File: src/design/ssag_pkg.sv
// Shared types and constants for the spiral scan address generator.
package ssag_pkg;

   localparam int unsigned POS_W = 12;
   localparam int unsigned DIM_W = 13;
   localparam int unsigned OFFSET_W = 24;
   localparam int unsigned DEFAULT_MAX_DIM = 4096;
   localparam logic [DIM_W-1:0] DIM_RESET = 13'd16;

   typedef enum logic [2:0] {
      HEAD_RIGHT = 3'd0,
      HEAD_DOWN  = 3'd1,
      HEAD_LEFT  = 3'd2,
      HEAD_UP    = 3'd3,
      HEAD_LAST  = 3'd4,
      HEAD_DONE  = 3'd5
   } heading_type;

   typedef enum logic [0:0] {
      REG_IMG_WIDTH  = 1'b0,
      REG_IMG_HEIGHT = 1'b1
   } reg_index_type;

   typedef struct packed {
      logic [POS_W-1:0] col;
      logic [POS_W-1:0] row;
      logic [POS_W-1:0] ring_inset;
      heading_type      heading;
   } scan_state_type;

endpackage

File: src/design/spiral_scan_address_gen.sv
// Spiral scan address generator: top level with config registers and result pipeline.
// An accepted item is held in the stg_ registers, then in the out_ registers on rsp.
// Throughput: one item per cycle while rsp_tready does not stall the pipeline;
// the position update and the row times width multiply each take one register stage.
// Reset clears the pipeline valids, sets both dimensions to 16 and leaves the
// scan finished at (0,0) until a restart item arrives.
module spiral_scan_address_gen #(
   parameter int unsigned MAX_DIM = ssag_pkg::DEFAULT_MAX_DIM
) (
   input  logic                          clock,
   input  logic                          reset,
   input  logic                          req_tvalid,
   output logic                          req_tready,
   input  logic [7:0]                    req_tdata,   // restart
   output logic                          rsp_tvalid,
   input  logic                          rsp_tready,
   output logic [47:0]                   rsp_tdata,   // pos_x, pos_y, pixel_offset
   output logic [0:0]                    rsp_tuser,   // scan_done
   input  logic                          csr_valid,
   output logic                          csr_ready,
   input  logic [0:0]                    csr_index,
   input  logic [ssag_pkg::DIM_W-1:0]    csr_data
);

   logic [ssag_pkg::DIM_W-1:0] width_ff;
   logic [ssag_pkg::DIM_W-1:0] height_ff;
   logic [ssag_pkg::DIM_W-1:0] eff_width;
   logic [ssag_pkg::DIM_W-1:0] eff_height;

   ssag_pkg::scan_state_type   state_ff;
   ssag_pkg::scan_state_type   state_in;

   logic                          stg_valid_ff;
   logic [ssag_pkg::POS_W-1:0]    stg_col_ff;
   logic [ssag_pkg::POS_W-1:0]    stg_row_ff;
   logic [ssag_pkg::DIM_W-1:0]    stg_width_ff;
   logic                          stg_done_ff;

   logic                          out_valid_ff;
   logic [ssag_pkg::POS_W-1:0]    out_x_ff;
   logic [ssag_pkg::POS_W-1:0]    out_y_ff;
   logic [ssag_pkg::OFFSET_W-1:0] out_offset_ff;
   logic                          out_done_ff;

   logic                          out_advance;
   logic                          req_accept;
   logic [25:0]                   offset_full;

   assign eff_width  = ({19'd0, width_ff} > 32'(MAX_DIM)) ?
                       ssag_pkg::DIM_W'(MAX_DIM) : width_ff;
   assign eff_height = ({19'd0, height_ff} > 32'(MAX_DIM)) ?
                       ssag_pkg::DIM_W'(MAX_DIM) : height_ff;

   assign csr_ready = 1'b1;

   always_ff @(posedge clock) begin
      if (reset) begin
         width_ff  <= ssag_pkg::DIM_RESET;
         height_ff <= ssag_pkg::DIM_RESET;
      end else if (csr_valid) begin
         case (ssag_pkg::reg_index_type'(csr_index))
            ssag_pkg::REG_IMG_WIDTH:  width_ff  <= csr_data;
            ssag_pkg::REG_IMG_HEIGHT: height_ff <= csr_data;
            default: ;
         endcase
      end
   end

   assign out_advance = !out_valid_ff || rsp_tready;
   assign req_tready  = !stg_valid_ff || out_advance;
   assign req_accept  = req_tvalid && req_tready;

   ssag_step u_step (
      .state_cur  (state_ff),
      .eff_width  (eff_width),
      .eff_height (eff_height),
      .restart    (req_tdata[0]),
      .state_nxt  (state_in)
   );

   always_ff @(posedge clock) begin
      if (reset) begin
         state_ff.col        <= '0;
         state_ff.row        <= '0;
         state_ff.ring_inset <= '0;
         state_ff.heading    <= ssag_pkg::HEAD_DONE;
         stg_valid_ff        <= 1'b0;
      end else begin
         if (req_accept) begin
            state_ff <= state_in;
         end
         if (req_tready) begin
            stg_valid_ff <= req_tvalid;
         end
      end
   end

   always_ff @(posedge clock) begin
      if (req_accept) begin
         stg_col_ff   <= state_in.col;
         stg_row_ff   <= state_in.row;
         stg_width_ff <= eff_width;
         stg_done_ff  <= (state_in.heading == ssag_pkg::HEAD_DONE);
      end
   end

   assign offset_full = {14'd0, stg_row_ff} * {13'd0, stg_width_ff} + {14'd0, stg_col_ff};

   always_ff @(posedge clock) begin
      if (reset) begin
         out_valid_ff <= 1'b0;
      end else if (out_advance) begin
         out_valid_ff <= stg_valid_ff;
      end
   end

   always_ff @(posedge clock) begin
      if (out_advance && stg_valid_ff) begin
         out_x_ff      <= stg_col_ff;
         out_y_ff      <= stg_row_ff;
         out_offset_ff <= offset_full[ssag_pkg::OFFSET_W-1:0];
         out_done_ff   <= stg_done_ff;
      end
   end

   assign rsp_tvalid   = out_valid_ff;
   assign rsp_tdata    = {out_offset_ff, out_y_ff, out_x_ff};
   assign rsp_tuser[0] = out_done_ff;

endmodule

File: src/design/ssag_step.sv
// Next scan position and heading for one restart or advance item.
module ssag_step (
   input  ssag_pkg::scan_state_type       state_cur,
   input  logic [ssag_pkg::DIM_W-1:0]     eff_width,
   input  logic [ssag_pkg::DIM_W-1:0]     eff_height,
   input  logic                           restart,
   output ssag_pkg::scan_state_type       state_nxt
);

   logic signed [14:0] x_s;
   logic signed [14:0] y_s;
   logic signed [14:0] in_s;
   logic signed [14:0] lim_x;
   logic signed [14:0] lim_y;
   logic signed [14:0] x_inc;
   logic signed [14:0] x_dec;
   logic signed [14:0] y_inc;
   logic signed [14:0] y_dec;

   assign x_s   = $signed({3'b000, state_cur.col});
   assign y_s   = $signed({3'b000, state_cur.row});
   assign in_s  = $signed({3'b000, state_cur.ring_inset});
   assign lim_x = $signed({2'b00, eff_width}) - 15'sd1 - in_s;
   assign lim_y = $signed({2'b00, eff_height}) - 15'sd1 - in_s;
   assign x_inc = x_s + 15'sd1;
   assign x_dec = x_s - 15'sd1;
   assign y_inc = y_s + 15'sd1;
   assign y_dec = y_s - 15'sd1;

   always_comb begin
      state_nxt = state_cur;
      if (restart) begin
         state_nxt.col = '0;
         state_nxt.row = '0;
         state_nxt.ring_inset = '0;
         if (eff_width == '0 || eff_height == '0) begin
            state_nxt.heading = ssag_pkg::HEAD_DONE;
         end else if (eff_width == ssag_pkg::DIM_W'(1)) begin
            state_nxt.heading = (eff_height == ssag_pkg::DIM_W'(1)) ?
                                ssag_pkg::HEAD_LAST : ssag_pkg::HEAD_DOWN;
         end else begin
            state_nxt.heading = ssag_pkg::HEAD_RIGHT;
         end
      end else begin
         case (state_cur.heading)
            ssag_pkg::HEAD_RIGHT: begin
               if (x_s < lim_x) begin
                  state_nxt.col = x_inc[ssag_pkg::POS_W-1:0];
                  if (x_inc >= lim_x) begin
                     state_nxt.heading = ssag_pkg::HEAD_DOWN;
                  end
               end else begin
                  state_nxt.heading = ssag_pkg::HEAD_DONE;
               end
            end
            ssag_pkg::HEAD_DOWN: begin
               if (y_s < lim_y) begin
                  state_nxt.row = y_inc[ssag_pkg::POS_W-1:0];
                  if (y_inc >= lim_y) begin
                     state_nxt.heading = ssag_pkg::HEAD_LEFT;
                  end
               end else begin
                  state_nxt.heading = ssag_pkg::HEAD_DONE;
               end
            end
            ssag_pkg::HEAD_LEFT: begin
               if (x_s > in_s) begin
                  state_nxt.col = x_dec[ssag_pkg::POS_W-1:0];
                  if (x_dec <= in_s) begin
                     state_nxt.ring_inset = state_cur.ring_inset + 1'b1;
                     state_nxt.heading = ssag_pkg::HEAD_UP;
                  end
               end else begin
                  state_nxt.heading = ssag_pkg::HEAD_DONE;
               end
            end
            ssag_pkg::HEAD_UP: begin
               if (y_s > in_s) begin
                  state_nxt.row = y_dec[ssag_pkg::POS_W-1:0];
                  if (y_dec <= in_s) begin
                     state_nxt.heading = ssag_pkg::HEAD_RIGHT;
                  end
               end else begin
                  state_nxt.heading = ssag_pkg::HEAD_DONE;
               end
            end
            default: begin
               state_nxt.heading = ssag_pkg::HEAD_DONE;
            end
         endcase
      end
   end

endmodule

File: config.mk
export PLATFORM = sky130hd
export DESIGN_NAME = spiral_scan_address_gen
export DESIGN_NICKNAME = d
export VERILOG_FILES = /design/src/design/ssag_pkg.sv /design/src/design/spiral_scan_address_gen.sv /design/src/design/ssag_step.sv
export SDC_FILE = /design/constraint.sdc
export NUM_CORES = 1
export LEC_CHECK = 0
export BUFFER_PORTS_ARGS = -buffer_cell sky130_fd_sc_hd__buf_2
export CORE_AREA = 8 8 203 205
export CTS_BUF_LIST = sky130_fd_sc_hd__clkbuf_8
export DETAILED_ROUTE_END_ITERATION = 12
export DIE_AREA = 0 0 211 213
export SYNTH_ARGS = -nofsm -noshare
export SYNTH_HDL_FRONTEND = slang
export SYNTH_HIERARCHICAL = 1
export SYNTH_SLANG_ARGS = --single-unit
File: constraint.sdc
create_clock -name clock -period 5 [get_ports clock]
set_input_delay 1 -clock clock [delete_from_list [all_inputs] [get_ports clock]]
set_output_delay 1 -clock clock [all_outputs]
set_load 0.02 [all_outputs]
==> impl_metrics.toml, run 1 <==
[cts]
cts_hold_buffers = 0
cts_root_buf = "clkbuf_8"
cts_made_buffers = 17
cts_tree = "yes"
clock_sinks = 154
clkTransAtPathRegs_ns = 0.09
clk_latency_ns = 0.51
clock_path_buffers = 2
htree_levels = 4

[critical_path]
cpPeakStageDelay_ns = 0.54
cp_max_fo = 4
crit_end = "out_offset_ff[23]"
rrSetupSlack_ns = -0.25
worst-setup-path-type = "reg2reg"
startpoint_type = "register"
path_cells = "buf_6 > and2_4 > fa_1 > inv_2 > fa_1 > inv_2 > fa_1 > inv_1 > fa_1 > fa_1 > inv_2 > ha_4 > a21o_1 > a221oi_2 > and3b_2 > o21ai_4 > a211oi_2 > xnor2_2"
cp_data_arrival_time_ns = 5.47
required_ns = 5.23
reg2reg_depth = 18
critical_path.startpoint = "stg_width_ff[5]"
rr_endpoint = "out_offset_ff[23]"
endpoint_kind = "register"
slowest_stage = "fa_1"
r2r-start = "stg_width_ff[5]"
cp_common_cell = "fa_1"

[timing]
max_freq_ghz = 0.1906
fin_skew_ns = 0.02650
tns_ns = -0.8426
maxSlewHeadroom = 0.4602
setup_viol = 7
period_share = 1.049
min_period_ns = 5.247
hold_violations = 0
rsz0062_at_grt = "yes"
worst_pin_slew_ns = 0.8097
fin_hold_ws_ns = 0.4374
setup_ws_ns = -0.2466
slew_viol_final = 0

[synth]
ys_warn_count = 6
synth_area_leader_cell = "edfxtp_1"
seq_area_frac_synth = 0.2344
synth_edf_count = 87
synth_cell_types = 88
async_flop_share = 0
synth.top_cell.area_share = 0.1549
synth_ff_type = "edfxtp_1"
synth.most_common_cell = "nand2_1"
synth_common_cells = "nand2_1, inv_1, ha_1"
syn_area_um2 = 16870
syn_avg_cell_area_um2 = 8.721
ys_ff_latch = 154
netlist_top_cells_area = "edfxtp_1, fa_1, ha_1"
syn-instance-count = 1934
syn-num-nets = 2272

[floorplan]
coreArea_um2 = 38110
initial_core_util = 0.4426
num_rows = 72
die-height_um = 213
die_w_um = 211
die-area_um2 = 44940
pin_count = 79

[power_and_ir_drop]
power.density_nw_per_um2 = 329.9
vdd_drop_max_mv = 0.2109
p_sw_frac = 0.4097
seq_power_share = 0.236
power.total_uw = 6761
p_switching_uw = 2770
leakage_uw = 0.009191
p_int_uw = 3991
p_comb_frac = 0.622
p_clk_frac = 0.142

[detailed_routing]
ant_nets = 0
drt_iter0_markers = 812
vias_per_cell = 5.317
wire_per_inst_um = 16.87
drc = 0
vias = 14400
routed_wl_um = 45700
firstDrtPassIters = 6

[place]
numPortBuffers = 70
dp_worst_setup_slack_ns = -0.3969
routabilityCongestion = 0.9507
dpl-instance-area_um2 = 19090
place_hpwl_um = 36070

[outcome]
status = "finished with violations"
failed_checks = "negative setup slack"

[flow_run]
max_cap_violations = 0

[worst_hold_path]
hold_depth = 0
worstHoldPathType = "reg2reg"

[finish]
num_antenna_cells = 0
drive_above_1_share = 0.2283
syn_to_final_growth_pct = 21.48
fin_nets = 2515
design_area_um2 = 20490

[global_routing]
overflow = 0
grt_usage = 0.2029
first_global_vias = 14390
grt_first_pass_wirelength_um = 72940
grt_max_degree = 49
antenna_found_initial = 0
==> power by group through the flow <==
| stage | Combinational, µW | Sequential [µW] | Clock (µW) |
|---|---|---|---|
| global route | 4670 | 1610 | 1030 |
| detailed placement | 3680 | 1630 | 0 |
| global placement | 3620 | 1630 | 0 |
| finish | 4200 | 1600 | 960 |
| floorplan | 2370 | 1710 | 0 |
| CTS | 3880 | 1600 | 993 |
==> final cells by class <==
type                       count  area (µm²)
clock buffer                  18       247.7
multi-input combinational   1477       12470
inverter                     220       825.8
clock inverter                14       121.4
fill                        3509       17620
timing repair buffer         307        2215
sequential                   154        3959
tap                          518       648.1
==> flip-flops by register name (all words and copies together), names as in the netlist <==
signal and cells:
stg_col_ff 12, stg_valid_ff 1, rsp_tvalid 1, out_y_ff 12
width_ff 13, stg_width_ff 13, stg_row_ff 12, rsp_tuser 1
out_x_ff 12, out_offset_ff 24, state_ff 39, height_ff 13
stg_done_ff 1
==> timing repair <==
action | CTS | global route
endpoints found under the setup margin | 54 | 66
resized for setup | 50 | 125
cloned | 0 | 0
pin swaps | 34 | 75
setup buffers | 11 | 29
==> cell families (layout without fill, tap and decap cells) <==
group	count (synthesis)	in the layout	synth area share
simple gates	684	684	0.1997
compound gates	343	343	0.1388
fa+ha+maj	312	312	0.2856
buf+inv	303	559	0.06788
flops	154	154	0.2344
xor+xnor	119	119	0.06180
mux	18	18	0.01157
other cells	1	1	0.0002223
==> worst max-delay path: cells and delay by family (launching register included) <==
family | cells | cell delay, ns
XOR/XNOR | 1 | 0.13
AND/OR/NAND/NOR | 2 | 0.43
AO/OA/AOI/OAI | 4 | 0.87
adder cells (fa/ha/maj) | 6 | 2.69
buffers and inverters | 5 | 0.35
flip-flops | 1 | 0.52
==> through the flow <==
stage	utilization	std cells
after floorplan	-	1934
after global placement	0.5011	2637
after detailed placement	0.5011	2637
after CTS	0.5180	2680
after global routing	0.5377	2708
final	0.5377	2708
==> worst min path at each step <==
stage / from / end / slack (ns)
6_report: stg_done_ff / rsp_tuser / 0.44
4_1_cts: stg_done_ff / rsp_tuser / 0.44
3_5_place_dp: stg_done_ff / rsp_tuser / 0.41
3_3_place_gp: stg_done_ff / rsp_tuser / 0.41
2_1_floorplan: stg_done_ff / rsp_tuser / 0.40
5_1_grt: stg_done_ff / rsp_tuser / 0.45
==> cells in the final DEF (no fill, tap or decap), types with 20 or more instances in the layout <==
cell / instances
nand3_1: 20
nor2_1: 83
xor2_1: 51
xnor2_1: 63
edfxtp_1: 87
nor3_1: 36
buf_2: 71
dfxtp_1: 65
a21oi_1: 105
o21a_1: 27
o21ai_0: 36
and2_1: 87
a21o_1: 29
buf_4: 215
fa_1: 118
ha_1: 173
nand4_1: 20
nor2b_1: 40
buf_6: 20
nand2_1: 264
inv_1: 212
==> per-layer routing <==
metal	wire length [µm]	GRT usage
met4	1573	0.07987
met2	22500	0.3532
met5	0	0
met1	19860	0.2517
met3	1768	0.02803
Power figures use the tool's default switching activity.
==> run 2, diff against run 1 <==
--- a/config.mk
+++ b/config.mk
@@ -6,10 +6,12 @@
 export NUM_CORES = 1
 export LEC_CHECK = 0
 export BUFFER_PORTS_ARGS = -buffer_cell sky130_fd_sc_hd__buf_2
-export CORE_AREA = 8 8 203 205
+export CORE_AREA = 5 5 200 202
 export CTS_BUF_LIST = sky130_fd_sc_hd__clkbuf_8
 export DETAILED_ROUTE_END_ITERATION = 12
-export DIE_AREA = 0 0 211 213
+export DIE_AREA = 0 0 205 207
+export MAX_ROUTING_LAYER = met4
+export REMOVE_ABC_BUFFERS = 1
 export SYNTH_ARGS = -nofsm -noshare
 export SYNTH_HDL_FRONTEND = slang
 export SYNTH_HIERARCHICAL = 1
==> impl_metrics.toml, run 2 (same netlist as run 1, synthesis figures left out) <==
[outcome]
status = "finished with violations"
failed_checks = "negative setup slack"

[detailed_routing]
wire_per_inst_um = 16.97
ant_nets = 0
routed_wl_um = 45590
vias_per_cell = 5.331
firstDrtPassIters = 5
drt_iter0_markers = 863
vias = 14320
drc = 0

[power_and_ir_drop]
power.density_nw_per_um2 = 343.7
vdd_drop_max_mv = 0.3040
leakage_uw = 0.009074
power.total_uw = 6990

[critical_path]
cp_data_arrival_time_ns = 5.35
reg2reg_depth = 17
endpoint_kind = "register"
cpPeakStageDelay_ns = 0.54
cp_common_cell = "fa_1"
r2r-start = "stg_row_ff[1]"
startpoint_type = "register"
rrSetupSlack_ns = -0.10
slowest_stage = "edfxtp_1"
worst-setup-path-type = "reg2reg"
cp_max_fo = 8
path_cells = "and2_4 > fa_1 > inv_2 > fa_1 > inv_2 > fa_1 > inv_1 > fa_1 > fa_1 > inv_2 > ha_4 > a21o_4 > a221oi_4 > and3b_2 > o21ai_4 > a211oi_2 > xnor2_1"
required_ns = 5.24
rr_endpoint = "out_offset_ff[23]"

[cts]
clock_path_buffers = 2
cts_hold_buffers = 0
cts_root_buf = "clkbuf_8"
htree_levels = 4
cts_tree = "yes"
clkTransAtPathRegs_ns = 0.10
clock_sinks = 154
cts_made_buffers = 17
clk_latency_ns = 0.50

[worst_hold_path]
hold_depth = 2
worstHoldPathType = "reg2reg"
holdPathEnd = "height_ff[9]"
min_from = "height_ff[9]"

[floorplan]
initial_core_util = 0.4426
num_rows = 72
coreArea_um2 = 38110
pin_count = 79
die_w_um = 205
die-height_um = 207
die-area_um2 = 42440

[place]
place_inst = 2621
routabilityCongestion = 0.9466
dpl-instance-area_um2 = 18920
place_hpwl_um = 35780
numPortBuffers = 70

[flow_run]
max_cap_violations = 0

[finish]
syn_to_final_growth_pct = 20.59
final_common_cell = "nand2_1"
biggestRegsByFlops = "state_ff (39), out_offset_ff (24)"
fin_cells = 2686
post-route-util = 0.5338
nFillCells = 3543
num_antenna_cells = 0
fin_nets = 2493
regMostFlops = "state_ff"
drive_above_1_share = 0.2232
mostFrequentLayoutCells = "nand2_1, inv_1, buf_4"
design_area_um2 = 20340
largest_register_ffs = 39

[timing]
rsz0062_at_grt = "yes"
slew_viol_final = 0
period_share = 1.021
worst_pin_slew_ns = 1.112
min_period_ns = 5.104
max_freq_ghz = 0.1959
maxSlewHeadroom = 0.2584
fin_skew_ns = 0.01550
setup_ws_ns = -0.1040
setup_viol = 6
hold_violations = 0

[global_routing]
overflow = 0
grt_usage = 0.2202
first_global_vias = 14380
grt_first_pass_wirelength_um = 73920
antenna_found_initial = 0
grt_max_degree = 41
==> run 2: cell types whose count changed in the layout (fill, tap and decap cells not counted), moves of 4 or more <==
| cell | change |
|---|---|
| ha_2 | -4 |
| inv_8 | +5 |
| inv_1 | -4 |
| clkinv_8 | +4 |
| nand2_1 | +4 |
| buf_4 | -18 |
| buf_6 | -4 |
==> run 2: worst max path at each step <==
stage	startpoint	to	slack [ns]	cells after the start
floorplan	width_ff[12]	stg_done_ff	-0.25	22
global placement	stg_width_ff[4]	out_offset_ff[22]	-0.29	17
detailed placement	stg_row_ff[1]	out_offset_ff[23]	-0.35	17
CTS	stg_row_ff[1]	out_offset_ff[23]	-0.08	17
global route	stg_row_ff[2]	out_offset_ff[23]	-0.28	18
finish	stg_row_ff[1]	out_offset_ff[23]	-0.10	17
==> run 2: what timing repair did <==
action                     4_1_cts  5_1_grt
setup endpoints to repair       45       65
setup buffers                   20       14
gates resized for setup         70      101
pin swaps                       57       67
==> run 2: metal layers <==
layer	track usage	part of all wire	vias up
li1	-	-	6993
met1	0.2844	0.44	6955
met2	0.3663	0.49	311
met3	0.02909	0.041	61
met4	0.05752	0.020	0
met5	-	0	-
==> run 2: per-stage QoR <==
stage          setup slack, ns  hold slack [ns]  TNS, ns
2_1_floorplan          -0.2541           0.4003   -2.113
3_3_place_gp           -0.2889           0.4340   -3.937
3_5_place_dp           -0.3492           0.4348   -6.064
4_1_cts               -0.07883           0.4578  -0.2558
5_1_grt                -0.2794           0.4761   -2.460
6_report               -0.1040           0.4568  -0.3821
==> run 2: area by class of cell <==
class	instances	area, µm²	area share
clock buffers	17	234.0	0.01150
clock inverters	15	173.9	0.008551
inverters	220	825.8	0.04060
multi-input cells	1477	12450	0.6120
flip-flops and latches	154	3965	0.1949
well taps	518	648.1	0.03187
repair buffers	285	2044	0.1005
==> run 2: worst max-delay path: cells and delay by family (launching register included) <==
kind | cells | cell delay, ns
AO/OA/AOI/OAI | 4 | 0.85
XOR/XNOR | 1 | 0.08
adder cells (fa/ha/maj) | 6 | 2.70
buffers and inverters | 4 | 0.19
flip-flops | 1 | 0.54
AND/OR/NAND/NOR | 2 | 0.49
==> run 2: power breakdown <==
part           switching [µW]  internal, µW  total [µW]
clock                     613           382         996
combinational            2280          2120        4400
sequential               54.7          1540        1590
total                    2950          4040        6990
